[src/hlrc_pkg.sv]
`timescale 1ns / 1ps
// ----------------------------------------------------------------------------
// hlrc_pkg
// Shared types and constants of the hashed LRU resource cache.
// ----------------------------------------------------------------------------
package hlrc_pkg;

  localparam int Sets       = 16;
  localparam int QueueLimit = 8;
  localparam int DataBytes  = 8;
  localparam int Ways       = QueueLimit - 1;
  localparam int SetW       = (Sets > 1) ? $clog2(Sets) : 1;
  localparam int WayW       = (Ways > 1) ? $clog2(Ways) : 1;
  localparam int AgeW       = (Ways > 1) ? $clog2(Ways) : 1;
  localparam int DataW      = 8 * DataBytes;
  localparam int LenW       = 4;
  // one memory row holds all ways of a set
  localparam int EntryW     = 1 + 64 + LenW + DataW + AgeW;
  localparam int RowW       = Ways * EntryW;

  typedef enum logic [1:0] {
    REQ_WRITE = 2'd0,
    REQ_READ  = 2'd1,
    REQ_FLUSH = 2'd2,
    REQ_NONE  = 2'd3
  } req_e;

  typedef enum logic [1:0] {
    ST_OK       = 2'd0,
    ST_MISS     = 2'd1,
    ST_TOO_LONG = 2'd2,
    ST_ZERO_WR  = 2'd3
  } status_e;

  typedef struct packed {
    logic [1:0]  req_type;
    logic [31:0] key;
    logic [31:0] class_id;
    logic [3:0]  length;
    logic [63:0] write_data;
  } req_t;

  typedef struct packed {
    logic [1:0]  status;
    logic [63:0] read_data;
  } rsp_t;

  typedef struct packed {
    logic             valid;
    logic [63:0]      tag;
    logic [LenW-1:0]  len;
    logic [DataW-1:0] data;
    logic [AgeW-1:0]  age;
  } entry_t;

  // classified word passed from front to back
  typedef struct packed {
    req_e             req;
    logic [SetW-1:0]  set;
    logic [63:0]      tag;
    logic [LenW-1:0]  len;
    logic [DataW-1:0] wdata;
  } cmd_t;

  function automatic logic [DataW-1:0] byte_mask(input logic [LenW-1:0] n);
    logic [DataW-1:0] m;
    m = '0;
    for (int b = 0; b < DataBytes; b++) begin
      if (n > b[LenW-1:0]) m[8*b +: 8] = 8'hff;
    end
    return m;
  endfunction

endpackage

[src/hlrc_front.sv]
`timescale 1ns / 1ps
// ----------------------------------------------------------------------------
// hlrc_front
// Accepts request words, saturates length, hashes the set, and keeps a
// two-entry queue for the back end.
// ----------------------------------------------------------------------------
module hlrc_front (
  input  logic                 clk_i,
  input  logic                 rst_ni,
  input  hlrc_pkg::req_t       req_i,
  input  logic                 push,
  output logic                 full,
  output hlrc_pkg::cmd_t       cmd_o,
  output logic                 cmd_valid_o,
  input  logic                 cmd_take_i
);

  hlrc_pkg::cmd_t        q_mem_q [2];
  logic                  wp_q, rp_q;
  logic [1:0]            cnt_q;
  hlrc_pkg::cmd_t        cmd;
  logic [3:0]            len_sat;
  logic                  do_push, do_pop;

  assign len_sat = (req_i.length > 4'(hlrc_pkg::DataBytes)) ?
                   4'(hlrc_pkg::DataBytes) : req_i.length;

  always_comb begin
    cmd.req   = hlrc_pkg::req_e'(req_i.req_type);
    cmd.set   = hlrc_pkg::SetW'((req_i.key ^ req_i.class_id) % hlrc_pkg::Sets);
    cmd.tag   = {req_i.key, req_i.class_id};
    cmd.len   = len_sat;
    cmd.wdata = req_i.write_data[hlrc_pkg::DataW-1:0];
  end

  assign full        = cnt_q == 2'd2;
  assign do_push     = push && !full;
  assign cmd_valid_o = cnt_q != 2'd0;
  assign do_pop      = cmd_take_i && cmd_valid_o;
  assign cmd_o       = q_mem_q[rp_q];

  always_ff @(posedge clk_i) begin
    if (do_push) q_mem_q[wp_q] <= cmd;
  end

  always_ff @(posedge clk_i or negedge rst_ni) begin
    if (!rst_ni) begin
      wp_q  <= 1'b0;
      rp_q  <= 1'b0;
      cnt_q <= 2'd0;
    end else begin
      if (do_push) wp_q <= ~wp_q;
      if (do_pop)  rp_q <= ~rp_q;
      cnt_q <= cnt_q + 2'(do_push) - 2'(do_pop);
    end
  end

  a_cnt_range: assert property (@(posedge clk_i) disable iff (!rst_ni)
    cnt_q != 2'd3) else $error("queue count overflow");
  a_no_push_full: assert property (@(posedge clk_i) disable iff (!rst_ni)
    full |=> cnt_q == 2'd2 || $past(do_pop)) else $error("push while full");
  a_pop_nonempty: assert property (@(posedge clk_i) disable iff (!rst_ni)
    do_pop |-> cnt_q != 2'd0) else $error("pop of empty queue");

endmodule

[config.mk]
export PLATFORM = sky130hd
export DESIGN_NAME = hlrc_front
export DESIGN_NICKNAME = d
export VERILOG_FILES = /design/src/hlrc_pkg.sv /design/src/hlrc_front.sv
export SDC_FILE = /design/constraint.sdc
export NUM_CORES = 1
export LEC_CHECK = 0
export BUFFER_PORTS_ARGS = -buffer_cell sky130_fd_sc_hd__buf_2
export CORE_MARGIN = 5
export CORE_UTILIZATION = 44
export CTS_CLUSTER_SIZE = 28
export DETAILED_ROUTE_END_ITERATION = 8
export PLACE_DENSITY_LB_ADDON = 0.08
export SKIP_CTS_REPAIR_TIMING = 1
export SLEW_MARGIN = 30
export SYNTH_ARGS = -nofsm -noshare
export SYNTH_HDL_FRONTEND = slang
export SYNTH_SLANG_ARGS = --single-unit
[constraint.sdc]
create_clock -name clk_i -period 8.1 [get_ports clk_i]
set_clock_uncertainty 0.1 [all_clocks]
set_input_delay 0.405 -clock clk_i [delete_from_list [all_inputs] [get_ports clk_i]]
set_output_delay 0.405 -clock clk_i [all_outputs]
set_load 0.01 [all_outputs]
==> results.tsv, run 1 <==
metric	value	unit
Vias/cell	4.675	
Synth Net Count	595	
DRT Wirelength	21780	um
post-synthesis sequential area ratio	81.85	%
clock share of power	25.9	%
DP Worst Slack	5.208	ns
top cell type's share of synthesized area	80.87	%
leak pwr	5.321	nW
vias post-DR	5675	
Starting Density	44.99	%
outcome	complete, no violations	
Root Driver	clkbuf_16	
fin crit period	3.367	ns
maximum root-to-sink buffer count	3	
initial DRC count	261	
Port Buffers	277	
Least-Margin Pin Slew	0.8911	ns
n_diodes	0	
Cell variety after synth	18	
number of synthesized register bits	280	
WS Path Type	reg2out	
CP Launch Type	register	
drt drc	0	
fin crit share	41.57	%
die height	162.6	um
Slew Viols, Final	0	
Placer Congestion	0.7318	
initial antenna violation count	2	
number of buffers created by CTS	29	
unrepaired setup endpoints after global routing	no	
Synth Instances	455	
H-tree depth	1	
Peak Freq	0.2970	GHz
worst r2r src	cnt_q[1]$_DFF_PN0_	
total grt overflow	0	
clock-pin slew on the worst setup and hold paths	0.06	ns
CP max FO	78	
row count	55	
Fin. Hold Viols	0	
Area contributors post-synth	edfxtp_1, mux2_2, buf_6	
switching power	0.001339	W
Mapped Area	10250	um2
logic gate share of total power	28.8	%
largest net degree at the start of global routing	79	
commonest non-fill, non-tap cell in the layout	buf_2	
layout cells sized above 1	51.05	%
first drt pass iteration count	4	
max_cap viols	0	
vias in the first global route	5703	
Setup TNS	0	ns
CTS tree	built	
Avg Cell Area, Syn	22.52	um2
Routed Antenna Nets	0	
area grow syn2layout	37.74	%
area of the core	22780	um2
post-synth top area cell	edfxtp_1	
die area	26440	um2
most frequent cells in the layout	buf_2, edfxtp_1, mux2_2, dlygate4sd3_1, clkbuf_16	
Critical Path AT	2.86	ns
Power per Cell Area	330.9	nW/um2
Hold Path Class	in2reg	
crit end category	output port	
register share of total power	45.3	%
I/O pin cnt	278	
gr usage total	15.25	%
worst-case vdd ir drop	0.1916	mV
Hold Crit Start	req_i[103]	
placed wire-length estimate	13750	um
Synthesis Warnings	0	
# setup viols final	0	
Rel. slew slack	40.59	%
clk_lat worst skew	0.52	ns
Layout Utilization	61.97	%
Final #Nets	1022	
CP startpoint	rp_q$_DFFE_PN0P_	
switching share of power	28.67	%
WL/cell	17.94	um
slack of the critical path	4.733	ns
P_int	0.003331	W
global-route wire length before repair	31600	um
Clock Sinks	280	
CP required	7.60	ns
chip width	162.6	um
[cell families (layout without fill, tap and decap cells)]
| logic type | Yosys count | count (layout) | share of synthesized area, % |
|---|---|---|---|
| flops | 280 | 280 | 81.85 |
| xor+xnor | 8 | 8 | 0.6837 |
| mux | 138 | 138 | 15.16 |
| fa+ha+maj | 2 | 2 | 0.2441 |
| simple gates | 9 | 9 | 0.5007 |
| buf+inv | 18 | 464 | 1.563 |
[state kept, by name, summed over array words and instances, names as in the netlist]
signal	flops
q_mem_q	276
cnt_q	2
wp_q	1
rp_q	1
[cells in the mapped netlist (all sizes together)]
| cell | instances |
|---|---|
| edfxtp | 276 |
| buf | 15 |
| nor2b | 3 |
| xnor2 | 3 |
| nor2 | 1 |
| and2 | 1 |
| dfrtp | 4 |
| or2 | 1 |
| ha | 2 |
| clkbuf | 1 |
| nand2 | 1 |
| and3 | 1 |
| inv | 2 |
| mux2 | 138 |
| xor2 | 5 |
| nand2b | 1 |
[per-layer routing]
metal  share of wire [%]  GRT usage (%)
met1                  41          19.81
met2                  49          25.05
met3                 7.2          4.986
met4                 1.8          3.965
met5               0.096              0
[cell type report]
class | instances | area [um2]
clock buffers | 35 | 748.2
clock inverters | 15 | 115.1
fillers | 1685 | 8662
inverters | 2 | 7.507
multi-input cells | 157 | 1713
flip-flops and latches | 280 | 8392
well taps | 313 | 391.6
repair buffers | 412 | 2749
[critical path, cell delays in order (launching register included)]
cell	delay, ns
dfrtp_4	0.98
buf_6	0.65
mux2_2	0.42
buf_2	0.14
[power groups by stage]
| stage | clock, W | combinational, W | sequential [W] |
|---|---|---|---|
| final | 0.00121 | 0.00135 | 0.00212 |
| after CTS | 0.00125 | 0.00132 | 0.00213 |
| after floorplan | 0 | 0.000895 | 0.00212 |
| after detailed placement | 0 | 0.00131 | 0.00215 |
| after global placement | 0 | 0.00130 | 0.00214 |
| after global routing | 0.00131 | 0.00145 | 0.00215 |
[metrics by stage]
step | cell area (um2) | power [W] | instances | hold WS (ns)
2_1_floorplan | 10250 | 0.003016 | 455 | 0.009409
3_3_place_gp | 11920 | 0.003437 | 1033 | 0.1153
3_5_place_dp | 11920 | 0.003466 | 1033 | 0.1186
4_1_cts | 12790 | 0.004697 | 1083 | -0.4506
5_1_grt | 14120 | 0.004909 | 1214 | 0.008564
6_report | 14120 | 0.004670 | 1214 | 0.01432
[worst paths after layout]
| kind | slack [ns] | cells past startpoint | to |
|---|---|---|---|
| max | 4.73 | 3 | cmd_o[91] |
| min | 0.01 | 1 | q_mem_q[1][103]$_DFFE_PP_ |
| max reg2reg | 5.93 | 3 | q_mem_q[1][99]$_DFFE_PP_ |
| min reg2reg | 0.41 | 1 | cnt_q[1]$_DFF_PN0_ |
| max in group asynchronous | 7.61 | 2 | rp_q$_DFFE_PN0P_ |
| min in group asynchronous | 0.15 | 2 | cnt_q[0]$_DFF_PN0_ |
(Power assumes the default switching activity.)
==> run 2, diff against run 1 <==
clock period = 2.75 ns   (was 8.1 ns; I/O delays follow)
==> run 2 against run 1 <==
Compared with the run above: combinational power rose to 3.1 times the previous value; core utilization up 0.90 points; highest routed layer is now met4; routed wire length up 3.2%; non-clock buffer count up 9.
==> results.tsv, run 2 (same netlist as run 1, synthesis figures left out) <==
metric	value	unit	change
outcome	complete, no violations		unchanged
fin crit share	86.22	%	
commonest non-fill, non-tap cell in the layout	buf_2		unchanged
WS Path Type	reg2out		unchanged
area of the core	22780	um2	unchanged
Final #Nets	1031		was 1022
DRT Wirelength	22470	um	was 21780 um
clock-pin slew on the worst setup and hold paths	0.06	ns	about the same
register area	8392	um2	unchanged
Clock Sinks	280		unchanged
vias post-DR	5691		was 5675
Most flops, register	q_mem_q		unchanged
biggest regs	q_mem_q (276), cnt_q (2)		unchanged
Hold Path Class	in2reg		unchanged
# setup viols final	0		unchanged
leak pwr	5.395	nW	was 5.321 nW
max FFs per register	276		unchanged
Root Driver	clkbuf_16		unchanged
Starting Density	44.99	%	unchanged
vias in the first global route	5641		was 5703
Port Buffers	277		unchanged
number of cells in the design after placement	1035		was 1033
number of buffers created by CTS	29		unchanged
global-route wire length before repair	30490	um	was 31600 um
most frequent cells in the layout	buf_2, edfxtp_1, mux2_2, dlygate4sd3_1, clkbuf_16		unchanged
die area	26440	um2	unchanged
WL/cell	18.35	um	was 17.94 um
Vias/cell	4.646		was 4.675
worst r2r src	cnt_q[1]$_DFF_PN0_		unchanged
crit end category	output port		unchanged
H-tree depth	1		unchanged
n_diodes	0		unchanged
total grt overflow	0		unchanged
placed wire-length estimate	13720	um	was 13750 um
gr usage total	14.79	%	was 15.25%
fin crit period	2.371	ns	
Layout Utilization	62.87	%	was 61.97%
chip width	162.6	um	unchanged
initial DRC count	222		was 261
clk_lat worst skew	0.52	ns	about the same
largest net degree at the start of global routing	76		was 79
row count	55		unchanged
CP required	2.51	ns	was 7.60 ns
I/O pin cnt	278		unchanged
CP Launch Type	register		unchanged
CP max FO	61		was 78
Least-Margin Pin Slew	0.4498	ns	was 0.8911 ns
Rel. slew slack	70.01	%	was 40.59%
Slew Viols, Final	0		unchanged
layout cells sized above 1	50.77	%	was 51.05%
multi-input logic area	1715	um2	was 1713 um2
maximum root-to-sink buffer count	3		unchanged
Placer Congestion	0.7379		was 0.7318
CP startpoint	rp_q$_DFFE_PN0P_		unchanged
initial antenna violation count	0		was 2
final cell count without fillers	1225		was 1214
unrepaired setup endpoints after global routing	no		unchanged
first drt pass iteration count	4		unchanged
worst-case vdd ir drop	0.5824	mV	was 0.1916 mV
Setup TNS	0	ns	unchanged
CTS tree	built		unchanged
area grow syn2layout	39.74	%	was 37.74%
Fin. Hold Viols	0		unchanged
Power per Cell Area	984.3	nW/um2	was 330.9 nW/um2
final hold slack	0.2307	ns	was 0.01432 ns
Critical Path AT	2.13	ns	was 2.86 ns
die height	162.6	um	unchanged
Hold Crit Start	req_i[4]		was req_i[103]
drt drc	0		unchanged
Peak Freq	0.4217	GHz	
Routed Antenna Nets	0		unchanged
fill count	1615		was 1685
max_cap viols	0		unchanged
==> run 2: path summary, 6_finish.rpt <==
check	cells after the start	slack, ns	endpoint
min in group asynchronous	3	0.44	cnt_q[0]$_DFF_PN0_
max in group asynchronous	3	1.91	rp_q$_DFFE_PN0P_
max reg2reg	7	0.83	cnt_q[1]$_DFF_PN0_
min	2	0.23	q_mem_q[1][4]$_DFFE_PP_
max	3	0.38	cmd_o[40]
min reg2reg	1	0.41	cnt_q[1]$_DFF_PN0_
==> run 2: area by class of cell <==
cell class | instances | share of cell area (%)
Sequential cell | 280 | 58.60
Timing Repair Buffer | 421 | 20.16
Multi-Input combinational cell | 157 | 11.98
Clock buffer | 33 | 5.172
Tap cell | 313 | 2.735
Clock inverter | 19 | 1.302
Inverter | 2 | 0.05242
==> run 2: where the power goes <==
part / switching, W / internal, W
Sequential: 0.000273 / 0.00584
Clock: 0.00151 / 0.00229
Combinational: 0.00224 / 0.00195
Total: 0.00403 / 0.0101
==> run 2: worst max-delay path, stage by stage (launching register included) <==
cell and delay, ns:
dfrtp_4 0.64, buf_12 0.35, mux2_2 0.41, buf_2 0.15
==> run 2: per-stage QoR <==
stage                     power, W  setup slack [ns]  instance area (um2)
after global placement     0.01020            0.9235                12010
final                      0.01410            0.3788                14320
after floorplan           0.008761           -0.4130                10260
after CTS                  0.01414            0.3361                12940
after detailed placement   0.01031            0.8358                12010
after global routing       0.01479            0.3026                14320
==> run 2: metal layers <==
layer	share of wire (%)	track usage, %
met5	0	0
met4	2.7	5.032
met3	6.2	4.860
met2	52	25.48
met1	39	17.59
==> run 3, diff against run 2 <==
REMOVE_ABC_BUFFERS = 1   (was default)
==> run 3 against run 2 <==
Compared with the run above: flip-flop and latch count is the same; worst hold slack lost 0.014 ns; worst setup slack lost 0.033 ns; clock-buffer cell count grew 3; via count grew 0.19%; highest routed layer unchanged.
==> results.tsv, run 3 (same netlist as run 1, synthesis figures left out) <==
metric	value	unit	change
outcome	complete, no violations		unchanged
vias post-DR	5702		was 5691
Root Driver	clkbuf_16		unchanged
Final #Nets	1034		was 1031
H-tree depth	1		unchanged
Routed Antenna Nets	0		unchanged
worst-case vdd ir drop	0.7002	mV	was 0.5824 mV
clock-pin slew on the worst setup and hold paths	0.06	ns	about the same
final hold slack	0.2168	ns	was 0.2307 ns
Critical Path AT	2.17	ns	was 2.13 ns
total grt overflow	0		unchanged
DRT Wirelength	21730	um	was 22470 um
CP Launch Type	register		unchanged
Setup TNS	0	ns	unchanged
Vias/cell	4.640		was 4.646
fill count	1661		was 1615
leak pwr	5.440	nW	was 5.395 nW
initial antenna violation count	0		unchanged
crit-path leading delay family	flip-flops		unchanged
Overall Power	0.01422	W	was 0.01410 W
area grow syn2layout	40.36	%	was 39.74%
fin crit share	87.42	%	was 86.22%
WL/cell	17.68	um	was 18.35 um
WS Path Type	reg2out		unchanged
CP cell instances	buf_12 -> mux2_2 -> buf_2		unchanged
CTS tree	built		unchanged
Most flops, register	q_mem_q		unchanged
maximum root-to-sink buffer count	3		unchanged
Max stage delay on crit path	0.75	ns	was 0.64 ns
die area	26440	um2	unchanged
Port Buffers	277		unchanged
chip width	162.6	um	unchanged
initial DRC count	255		was 222
Placed Area	12030	um2	was 12010 um2
I/O pin cnt	278		unchanged
Fin. Hold Viols	0		unchanged
unrepaired setup endpoints after global routing	no		unchanged
gr usage total	14.77	%	was 14.79%
slack of the critical path	0.3459	ns	was 0.3788 ns
Peak Freq	0.4160	GHz	was 0.4217 GHz
Least-Margin Pin Slew	0.5304	ns	was 0.4498 ns
CP bufs+invs	2		unchanged
CP max FO	44		was 61
DP Worst Slack	0.8585	ns	was 0.8358 ns
Worst path slowest cell	dfrtp_4		unchanged
Slew Viols, Final	0		unchanged
placed wire-length estimate	13610	um	was 13720 um
Starting Density	44.99	%	unchanged
vias in the first global route	5667		was 5641
Placer Congestion	0.6973		was 0.7379
Power per Cell Area	988.5	nW/um2	was 984.3 nW/um2
biggest regs	q_mem_q (276), cnt_q (2)		unchanged
commonest non-fill, non-tap cell in the layout	buf_2		unchanged
CP required	2.51	ns	about the same
# setup viols final	0		unchanged
max_cap viols	0		unchanged
row count	55		unchanged
area of the core	22780	um2	unchanged
number of buffers created by CTS	30		was 29
most frequent cells in the layout	buf_2, edfxtp_1, mux2_2, dlygate4sd3_1, clkbuf_16		unchanged
Clock Sinks	280		unchanged
crit end category	output port		unchanged
max FFs per register	276		unchanged
clk_lat worst skew	0.53	ns	was 0.52 ns
layout cells sized above 1	51.37	%	was 50.77%
global-route wire length before repair	30550	um	was 30490 um
first drt pass iteration count	4		unchanged
Hold Path Class	in2reg		unchanged
largest net degree at the start of global routing	85		was 76
Final Instance Area	14390	um2	was 14320 um2
die height	162.6	um	unchanged
fin crit period	2.404	ns	was 2.371 ns
drt drc	0		unchanged
Rel. slew slack	64.64	%	was 70.01%
[run 3: cell types whose count changed in the layout (fill, tap and decap cells not counted), sizes merged]
cell	before	now
clkbuf	33	36
diode	0	1
clkinv	13	12
clkinvlp	2	1
buf	283	285
[run 3: power by group]
part           switching (W)  internal, W  leakage, nW
sequential          0.000302      0.00584         2.61
clock                0.00152      0.00241        0.480
combinational        0.00219      0.00197         2.35
total                0.00401       0.0102         5.44
[run 3: per-layer routing]
metal	part of all wire, %	wire [um]	vias up	GRT usage (%)
met1	40	8646	2789	17.41
met3	7.1	1538	30	5.644
met4	1.8	384	0	3.774
li1	-	-	2689	-
met2	51	11160	194	25.63
met5	0	0	-	0
[run 3: worst paths after layout]
| kind | end | cells after the start | from | slack (ns) |
|---|---|---|---|---|
| max | cmd_o[26] | 3 | rp_q$_DFFE_PN0P_ | 0.35 |
| min | q_mem_q[1][128]$_DFFE_PP_ | 2 | req_i[128] | 0.22 |
| max reg2reg | cnt_q[1]$_DFF_PN0_ | 7 | cnt_q[1]$_DFF_PN0_ | 0.87 |
| min reg2reg | cnt_q[1]$_DFF_PN0_ | 1 | cnt_q[1]$_DFF_PN0_ | 0.41 |
| max in group asynchronous | rp_q$_DFFE_PN0P_ | 3 | rst_ni | 1.93 |
| min in group asynchronous | rp_q$_DFFE_PN0P_ | 3 | rst_ni | 0.43 |
[run 3: area by class of cell]
type	instances	area [um2]	area share (%)
multi-input combinational	157	1713	11.91
tap	313	391.6	2.722
sequential	280	8392	58.34
antenna	1	2.502	0.01740
clock inverter	17	181.4	1.261
timing repair buffer	423	2903	20.18
clock buffer	36	794.5	5.523
inverter	2	7.507	0.05219
[run 3: through the flow]
| step | cells | util (%) |
|---|---|---|
| 2_1_floorplan | 439 | - |
| 3_3_place_gp | 1037 | 52.79 |
| 3_5_place_dp | 1037 | 52.79 |
| 4_1_cts | 1090 | 57.08 |
| 5_1_grt | 1228 | 63.14 |
| 6_report | 1229 | 63.15 |
